===== config.mk =====
export PLATFORM = sky130hd
export DESIGN_NAME = tiled_pixel_alpha_blend_unit
export DESIGN_NICKNAME = d
export VERILOG_FILES = /design/src/design/tpab_pkg.sv /design/src/design/tiled_pixel_alpha_blend_unit.sv
export VERILOG_INCLUDE_DIRS = /design/src /design/src/design
export SDC_FILE = /design/constraint.sdc
export NUM_CORES = 1
export LEC_CHECK = 0
export ABC_AREA = 1
export ABC_CLOCK_PERIOD_IN_PS = 11900
export BUFFER_PORTS_ARGS = -buffer_cell sky130_fd_sc_hd__clkbuf_2
export CAP_MARGIN = 30
export CORE_MARGIN = 5
export CORE_UTILIZATION = 35
export DETAILED_ROUTE_END_ITERATION = 6
export GPL_TIMING_DRIVEN = 0
export SLEW_MARGIN = 20
export SYNTH_ARGS = -nofsm -noshare
export SYNTH_HDL_FRONTEND = slang
export SYNTH_SLANG_ARGS = --single-unit

===== constraint.sdc =====
create_clock -name aclk -period 11.9 [get_ports aclk]
set_clock_uncertainty 0.05 [all_clocks]
set_input_delay 1.785 -clock aclk [delete_from_list [all_inputs] [get_ports aclk]]
set_output_delay 1.785 -clock aclk [all_outputs]
set_load 0.02 [all_outputs]

===== src/design/assert_macros.svh =====
// ----------------------------------------------------------------------------
// Assertion macros
// Shared concurrent assertion forms, clocked on aclk.
// ----------------------------------------------------------------------------
`ifndef ASSERT_MACROS_SVH
`define ASSERT_MACROS_SVH

// checked only while out of reset
`define ASSERT_CLK(label, prop, msg) \
    label: assert property (@(posedge aclk) disable iff (!aresetn) prop) else $error(msg);

// checked at every edge, reset included
`define ASSERT_ALWAYS(label, prop, msg) \
    label: assert property (@(posedge aclk) prop) else $error(msg);

`endif


===== src/design/tpab_pkg.sv =====
// ----------------------------------------------------------------------------
// tpab_pkg
// Types, widths and helper functions for the tiled pixel alpha blend unit.
// ----------------------------------------------------------------------------
`default_nettype none

package tpab_pkg;

    localparam int COORD_W       = 11;
    localparam int CHAN_W        = 8;
    localparam int WORD_W        = 32;
    localparam int OFFSET_W      = 25;
    localparam int PROD_W        = 2 * CHAN_W;
    localparam int SWZ_W         = 16;
    localparam int BLOCK_SHIFT   = 7;
    localparam int TILE_IDX_W    = COORD_W - BLOCK_SHIFT;
    localparam int NUM_CHAN      = 3;

    localparam logic [CHAN_W-1:0] ALPHA_OPAQUE = 8'hFF;
    localparam logic [PROD_W:0]   ROUND_BIAS   = 17'd127;

    typedef logic [CHAN_W-1:0]  chan_t;
    typedef logic [PROD_W-1:0]  prod_t;
    typedef logic [COORD_W-1:0] coord_t;
    typedef logic [SWZ_W-1:0]   swz_t;
    typedef logic [OFFSET_W-1:0] offset_t;

    // XOR mix of coordinate bits inside one 128x128 block
    function automatic swz_t swizzle(input coord_t x, input coord_t y);
        logic [31:0] xe;
        logic [31:0] ye;
        logic [31:0] m;
        xe = 32'(x);
        ye = 32'(y);
        m  = ((ye << 4) & 32'h0000_0070) ^ ((ye << 5) & 32'h0000_0F00) ^
             ((ye << 9) & 32'h0000_1000) ^ ((ye << 8) & 32'h0000_4000) ^
             ((xe << 2) & 32'h0000_000C) ^ ((xe << 5) & 32'h0000_0380) ^
             ((xe << 4) & 32'h0000_0400) ^ ((xe << 6) & 32'h0000_0800) ^
             ((xe << 9) & 32'h0000_A000);
        return m[SWZ_W-1:0];
    endfunction

    // floor(s / 255), exact while the quotient fits in 8 bits (s below 65280)
    function automatic chan_t div255(input prod_t s);
        logic [PROD_W:0] t;
        t = {1'b0, s} + (PROD_W+1)'(s[PROD_W-1:CHAN_W]) + (PROD_W+1)'(1);
        return t[PROD_W-1:CHAN_W];
    endfunction

endpackage

`default_nettype wire


===== src/design/tiled_pixel_alpha_blend_unit.sv =====
// Path: an accepted pixel moves through the stage 1 to stage 4 registers; m_valid is v4_reg.
// Throughput: one pixel per cycle; a stalled stage holds, empty stages fill.
// Stages: input register, multiply, add, divide-by-255 into output register.
// Reset: synchronous active-low aresetn clears all stage valids and
// frame_select to 0; payload registers are not reset.
// ----------------------------------------------------------------------------
// tiled_pixel_alpha_blend_unit
// Per-pixel tiled framebuffer address generation and alpha blend.
// ----------------------------------------------------------------------------
`default_nettype none
`include "assert_macros.svh"

module tiled_pixel_alpha_blend_unit #(
    parameter int FRAME_WIDTH = 1920,
    parameter int FB_STRIDE   = 16777216
) (
    input  wire logic                          aclk,
    input  wire logic                          aresetn,

    input  wire logic                          cfg_valid,
    output      logic                          cfg_ready,
    input  wire logic                          cfg_data,

    input  wire logic                          s_valid,
    output      logic                          s_ready,
    input  wire logic [tpab_pkg::COORD_W-1:0]  s_pixel_x,
    input  wire logic [tpab_pkg::COORD_W-1:0]  s_pixel_y,
    input  wire logic [tpab_pkg::CHAN_W-1:0]   s_red,
    input  wire logic [tpab_pkg::CHAN_W-1:0]   s_green,
    input  wire logic [tpab_pkg::CHAN_W-1:0]   s_blue,
    input  wire logic [tpab_pkg::CHAN_W-1:0]   s_alpha,
    input  wire logic [tpab_pkg::WORD_W-1:0]   s_background_word,

    output      logic                          m_valid,
    input  wire logic                          m_ready,
    output      logic [tpab_pkg::OFFSET_W-1:0] m_byte_offset,
    output      logic                          m_write_enable,
    output      logic [tpab_pkg::WORD_W-1:0]   m_pixel_word
);

    import tpab_pkg::*;

    localparam int BLOCKS_PER_ROW = (FRAME_WIDTH + 127) / 128;
    localparam int BPR_W          = $clog2(BLOCKS_PER_ROW + 1);
    localparam int BLK_W          = BPR_W + TILE_IDX_W;
    localparam offset_t FRAME_BASE = OFFSET_W'(FB_STRIDE);

    // config
    logic frame_select_reg, frame_select_next;

    // stage valids
    logic v1_reg, v2_reg, v3_reg, v4_reg;
    logic v1_next, v2_next, v3_next, v4_next;
    logic rdy1, rdy2, rdy3, rdy4;

    // stage 1: input register
    coord_t                    x1_reg, x1_next;
    coord_t                    y1_reg, y1_next;
    chan_t [NUM_CHAN-1:0]      fg1_reg, fg1_next;
    chan_t [NUM_CHAN-1:0]      bg1_reg, bg1_next;
    chan_t                     a1_reg, a1_next;

    // stage 2: products, block index, swizzle
    prod_t [NUM_CHAN-1:0]      fa2_reg, fa2_next;
    prod_t [NUM_CHAN-1:0]      bb2_reg, bb2_next;
    logic [BLK_W-1:0]          blk2_reg, blk2_next;
    swz_t                      swz2_reg, swz2_next;
    logic                      we2_reg, we2_next;

    // stage 3: rounded sums, offset
    prod_t [NUM_CHAN-1:0]      sum3_reg, sum3_next;
    offset_t                   off3_reg, off3_next;
    logic                      we3_reg, we3_next;

    // stage 4: output register
    offset_t                   off4_reg, off4_next;
    logic                      we4_reg, we4_next;
    logic [WORD_W-1:0]         word4_reg, word4_next;

    chan_t                     a_inv;

    // handshake
    always_comb begin
        rdy4    = !v4_reg || m_ready;
        rdy3    = !v3_reg || rdy4;
        rdy2    = !v2_reg || rdy3;
        rdy1    = !v1_reg || rdy2;
        s_ready = rdy1;
        v1_next = rdy1 ? s_valid : v1_reg;
        v2_next = rdy2 ? v1_reg  : v2_reg;
        v3_next = rdy3 ? v2_reg  : v3_reg;
        v4_next = rdy4 ? v3_reg  : v4_reg;
    end

    assign cfg_ready         = 1'b1;
    assign frame_select_next = (cfg_valid && cfg_ready) ? cfg_data : frame_select_reg;

    // stage 1
    always_comb begin
        x1_next  = x1_reg;
        y1_next  = y1_reg;
        fg1_next = fg1_reg;
        bg1_next = bg1_reg;
        a1_next  = a1_reg;
        if (s_valid && rdy1) begin
            x1_next  = s_pixel_x;
            y1_next  = s_pixel_y;
            fg1_next = {s_blue, s_green, s_red};
            bg1_next = {s_background_word[23:16], s_background_word[15:8],
                        s_background_word[7:0]};
            a1_next  = s_alpha;
        end
    end

    // stage 2
    assign a_inv = ALPHA_OPAQUE - a1_reg;

    always_comb begin
        fa2_next  = fa2_reg;
        bb2_next  = bb2_reg;
        blk2_next = blk2_reg;
        swz2_next = swz2_reg;
        we2_next  = we2_reg;
        if (v1_reg && rdy2) begin
            for (int i = 0; i < NUM_CHAN; i++) begin
                fa2_next[i] = PROD_W'(fg1_reg[i]) * PROD_W'(a1_reg);
                bb2_next[i] = PROD_W'(bg1_reg[i]) * PROD_W'(a_inv);
            end
            blk2_next = BLK_W'(BLK_W'(y1_reg[COORD_W-1:BLOCK_SHIFT]) *
                               BLK_W'(BLOCKS_PER_ROW))
                      + BLK_W'(x1_reg[COORD_W-1:BLOCK_SHIFT]);
            swz2_next = swizzle(x1_reg, y1_reg);
            we2_next  = (a1_reg != '0);
        end
    end

    // stage 3
    always_comb begin
        sum3_next = sum3_reg;
        off3_next = off3_reg;
        we3_next  = we3_reg;
        if (v2_reg && rdy3) begin
            for (int i = 0; i < NUM_CHAN; i++) begin
                sum3_next[i] = PROD_W'({1'b0, fa2_reg[i]} + {1'b0, bb2_reg[i]} + ROUND_BIAS);
            end
            off3_next = OFFSET_W'({blk2_reg, 16'b0}) + OFFSET_W'(swz2_reg)
                      + (frame_select_reg ? FRAME_BASE : '0);
            we3_next  = we2_reg;
        end
    end

    // stage 4
    always_comb begin
        off4_next  = off4_reg;
        we4_next   = we4_reg;
        word4_next = word4_reg;
        if (v3_reg && rdy4) begin
            off4_next  = off3_reg;
            we4_next   = we3_reg;
            word4_next = we3_reg ? {ALPHA_OPAQUE, div255(sum3_reg[2]), div255(sum3_reg[1]),
                                    div255(sum3_reg[0])}
                                 : '0;
        end
    end

    always_ff @(posedge aclk) begin
        if (!aresetn) begin
            frame_select_reg <= 1'b0;
            v1_reg           <= 1'b0;
            v2_reg           <= 1'b0;
            v3_reg           <= 1'b0;
            v4_reg           <= 1'b0;
        end else begin
            frame_select_reg <= frame_select_next;
            v1_reg           <= v1_next;
            v2_reg           <= v2_next;
            v3_reg           <= v3_next;
            v4_reg           <= v4_next;
        end
    end

    always_ff @(posedge aclk) begin
        x1_reg    <= x1_next;
        y1_reg    <= y1_next;
        fg1_reg   <= fg1_next;
        bg1_reg   <= bg1_next;
        a1_reg    <= a1_next;
        fa2_reg   <= fa2_next;
        bb2_reg   <= bb2_next;
        blk2_reg  <= blk2_next;
        swz2_reg  <= swz2_next;
        we2_reg   <= we2_next;
        sum3_reg  <= sum3_next;
        off3_reg  <= off3_next;
        we3_reg   <= we3_next;
        off4_reg  <= off4_next;
        we4_reg   <= we4_next;
        word4_reg <= word4_next;
    end

    assign m_valid        = v4_reg;
    assign m_byte_offset  = off4_reg;
    assign m_write_enable = we4_reg;
    assign m_pixel_word   = word4_reg;

    `ASSERT_CLK(a_skip_word_zero, m_valid && !m_write_enable |-> m_pixel_word == '0, "skipped pixel carries a non-zero word")
    `ASSERT_CLK(a_alpha_opaque, m_valid && m_write_enable |-> m_pixel_word[31:24] == ALPHA_OPAQUE, "written pixel alpha is not opaque")
    `ASSERT_ALWAYS(a_reset_empty, !aresetn |=> !m_valid && !v1_reg && !v2_reg && !v3_reg, "pipeline not empty after reset")

endmodule

`default_nettype wire

==> results.md <==
* Sequential share of power at roughly a quarter
* Type of the tightest min-delay check: reg -> reg
* Finish-stage setup viols at 0
* Ys flop type: edfxtp_1
* Outcome: finished, final reports clean
* Startpoint Class: register
* Fraction of power consumed by the clock network at between 10% and 20%
* Delay contributed by the slowest stage of the critical path at 0.79 ns
* DRC marker count from the first detailed-route iteration at 1,264
* Peak supply drop at 0.1484 mV
* Floorplan die height at 294.3 um
* Clk sink count at about 320
* Number of enable flip-flop cells after synthesis at 317
* Crit path arrival time at 5.36 ns
* Minimum setup slack among reg-to-reg paths at 6.78 ns
* Worst max-slew margin expressed relative to the limit at ~32%
* Routed via count at about 20,000
* Count of input and output buffers at about 140
* Count of distinct cell types in the synthesized netlist at 42
* CP cell instances: buf_2 -> clkbuf_1 -> nor2_1 -> fa_1 -> inv_1 -> fa_1 -> fa_1 -> fa_1 -> inv_1 -> ha_1 -> nand2_1 -> nand2_1 -> o21bai_1 -> nand2_1 -> nand3_1 -> xor2_1
* Placement row count at 104
* Via density at 4.539
* Flip-flop and latch count after synthesis at 322
* Final net count at 4,044
* Global route total overflow at 0
* Cell area after synthesis at ~28,000 um^2
* Sum of negative setup slack at 0 ns
* Cell-internal power at 3939 uW
* Routability congestion estimate from global placement at 0.8836
* Source-to-sink clock delay at the later pin of the worst-skew pair at between 0.5 and 0.6 ns
* Worst Max-Slew Pin Slew at 1.018 ns
* Std-Cell Core Area at roughly 80,000 um^2
* Fraction of synthesis flops using an asynchronous set or reset pin at 0%
* Antenna-violating nets left at 0
* Max-cap violations at 0
* Maximum number of pins on one net before global-route repair at 67
* Routed wire per std cell at 14.14 um
* Final Critical Period at 5.125 ns
* Cell mode on critical path: fa_1
* N_diodes at 0
* Number of endpoints with negative hold slack in the final report at 0
* Cells after synthesis at 3,194
* Total of cells resized after clock tree synthesis at 0
* Half-perimeter wire length after detailed placement at around 50 mm
* Unrepaired setup endpoints after global routing: no
* Initial antenna violation count at 0
* Total iterations of the first detailed-routing run at 5
* Maximum clock insertion buffer count at 3
* Total DRC errors in the routed layout at 0
* Register clock-pin slew on the reported worst setup and hold paths at approximately 0.06 ns
* Die Area at 86,580 um^2
* Post-route clock period utilization at 43.07%
* Starting density of the core at 35.22%
* Comb power frac at 58.3%
* TritonCTS clock tree: done
* Die span in x at ~300 um
* Required time of the worst setup path at around 12 ns
* Count of buffers added by post-CTS timing repair for setup at 0
* Max-slew violation count at 0
* Number of H-tree levels at 2
* Leak pwr at ~0.017 uW
* Power spent charging and discharging nets at 3154 uW
* Wire length of the first global-routing pass at 102.9 mm
* Area growth syn-to-layout at 12.53%
* Number of placed I/O pins at 153
* Vias in the first global route at 20,030
* Detailed Route WL at 63.28 mm
* Syn Area/Cell at between 8 and 9 um^2
* Number of buffers inserted for hold repair after clock tree synthesis at 0
* YS warnings at 0
* Num CTS Buffers at 38
* Post-route core utilization at 39.64%
* Type of element capturing the critical path: register
* Slowest cell on the critical path: clkbuf_1
* Pwr dens at 222.9 nW/um^2
* Highest clock rate at 195.1 MHz
* Kind of critical path: reg -> reg
* Overall routing resource usage at between 10% and 20%
* Worst-path maximum fanout at 10
* Switching power share of the total at roughly 44%
* Proportion of layout cells with a drive suffix above 1 at 8.260%
* Library cell used as clock root buffer: clkbuf_16
* Register area share after synthesis at 34.01%
[worst max-delay path: cells and delay by family (launching register included)]
family                   cells  cell delay [ns]
AO/OA/AOI/OAI                1             0.16
XOR/XNOR                     1             0.16
adder cells (fa/ha/maj)      5             2.41
buffers and inverters        4             1.15
flip-flops                   1             0.44
AND/OR/NAND/NOR              5             0.48
[path summary, 6_finish.rpt]
check	startpoint	end	depth (start not counted)
min reg2reg	swz2_reg[5]$_DFFE_PP_	off3_reg[5]$_DFFE_PP_	0
max reg2reg	a1_reg[2]$_DFFE_PP_	bb2_reg[13]$_DFFE_PP_	16
min	swz2_reg[5]$_DFFE_PP_	off3_reg[5]$_DFFE_PP_	0
max	a1_reg[2]$_DFFE_PP_	bb2_reg[13]$_DFFE_PP_	16
[cell usage in the layout (no fill, tap or decap), types with 7 or more instances in the layout]
cell type / count
o21ai_0: 24
clkbuf_2: 143
xor2_1: 61
nand2_2: 11
nor2_1: 278
buf_16: 7
clkbuf_16: 39
buf_2: 25
a31oi_1: 18
nand3_1: 101
buf_4: 11
clkinv_1: 8
edfxtp_1: 317
nand2_1: 717
fa_1: 226
o21ai_1: 8
o21bai_1: 9
a21oi_1: 96
nand4_1: 24
inv_1: 767
xnor2_1: 26
a21o_1: 17
clkbuf_1: 40
nor3_1: 17
ha_1: 341
nand3b_1: 8
o21ai_2: 7
[routing by layer]
metal	GRT usage [%]	vias up	part of all wire (%)	wire length, um
met4	3.237	0	2.0	1258
met2	24.26	432	46	29220
met5	0	-	0	0
li1	-	10270	-	-
met1	20.49	9530	46	29180
met3	2.200	82	5.7	3631
[Yosys cell counts (all sizes together) (6+ instances only)]
| cell type | n | share of area (%) |
|---|---|---|
| a21o | 17 | 0.45 |
| clkbuf | 36 | 0.50 |
| ha | 341 | 15 |
| nor3 | 19 | 0.37 |
| nor2 | 282 | 3.8 |
| nand3 | 101 | 1.8 |
| a31oi | 18 | 0.40 |
| o21bai | 10 | 0.28 |
| and2 | 6 | 0.13 |
| buf | 38 | 0.76 |
| nand3b | 8 | 0.21 |
| o21ai | 39 | 0.78 |
| nand4 | 24 | 0.53 |
| xor2 | 61 | 1.9 |
| xnor2 | 26 | 0.81 |
| nand2 | 729 | 9.8 |
| inv | 775 | 10 |
| edfxtp | 317 | 34 |
| o21a | 6 | 0.16 |
| a21oi | 98 | 1.7 |
| fa | 226 | 16 |
[area by class of cell]
class                           count  area (um^2)
Buffer                             74        356.6
Fill cell                        8071        48470
Multi-Input combinational cell   2021        15410
Sequential cell                   322         9619
Clock buffer                       46         1002
Tap cell                         1060         1326
Inverter                          778         2928
Timing Repair Buffer              150        929.6
Clock inverter                     23        254.0
[stage by stage]
stage	area, um^2	total power, uW	hold WS (ns)	worst slack, ns	instances
floorplan	28280	4977	0.3503	5.548	3195
global route	31820	7906	0.3743	6.502	4474
finish	31820	7093	0.3615	6.775	4474
global placement	30320	5924	0.3510	2.782	4396
detailed placement	30570	5949	0.3545	6.818	4405
CTS	31820	7185	0.3690	6.802	4474
[power by group through the flow]
stage	registers, uW	clock network (uW)	logic, uW
2_1_floorplan	1760	0	3210
3_3_place_gp	1820	0	4110
3_5_place_dp	1810	0	4140
4_1_cts	1790	1220	4180
5_1_grt	1800	1260	4850
6_report	1790	1170	4130
[kinds of logic after synthesis]
logic type / after synthesis / synth area share, %
simple gates: 1173 / 16.69
buf+inv: 852 / 11.59
fa+ha+maj: 567 / 31.09
flops: 322 / 34.01
compound gates: 191 / 3.898
xor+xnor: 87 / 2.694
other cells: 2 / 0.02656
Note: power is estimated with default switching activity, not from simulation.
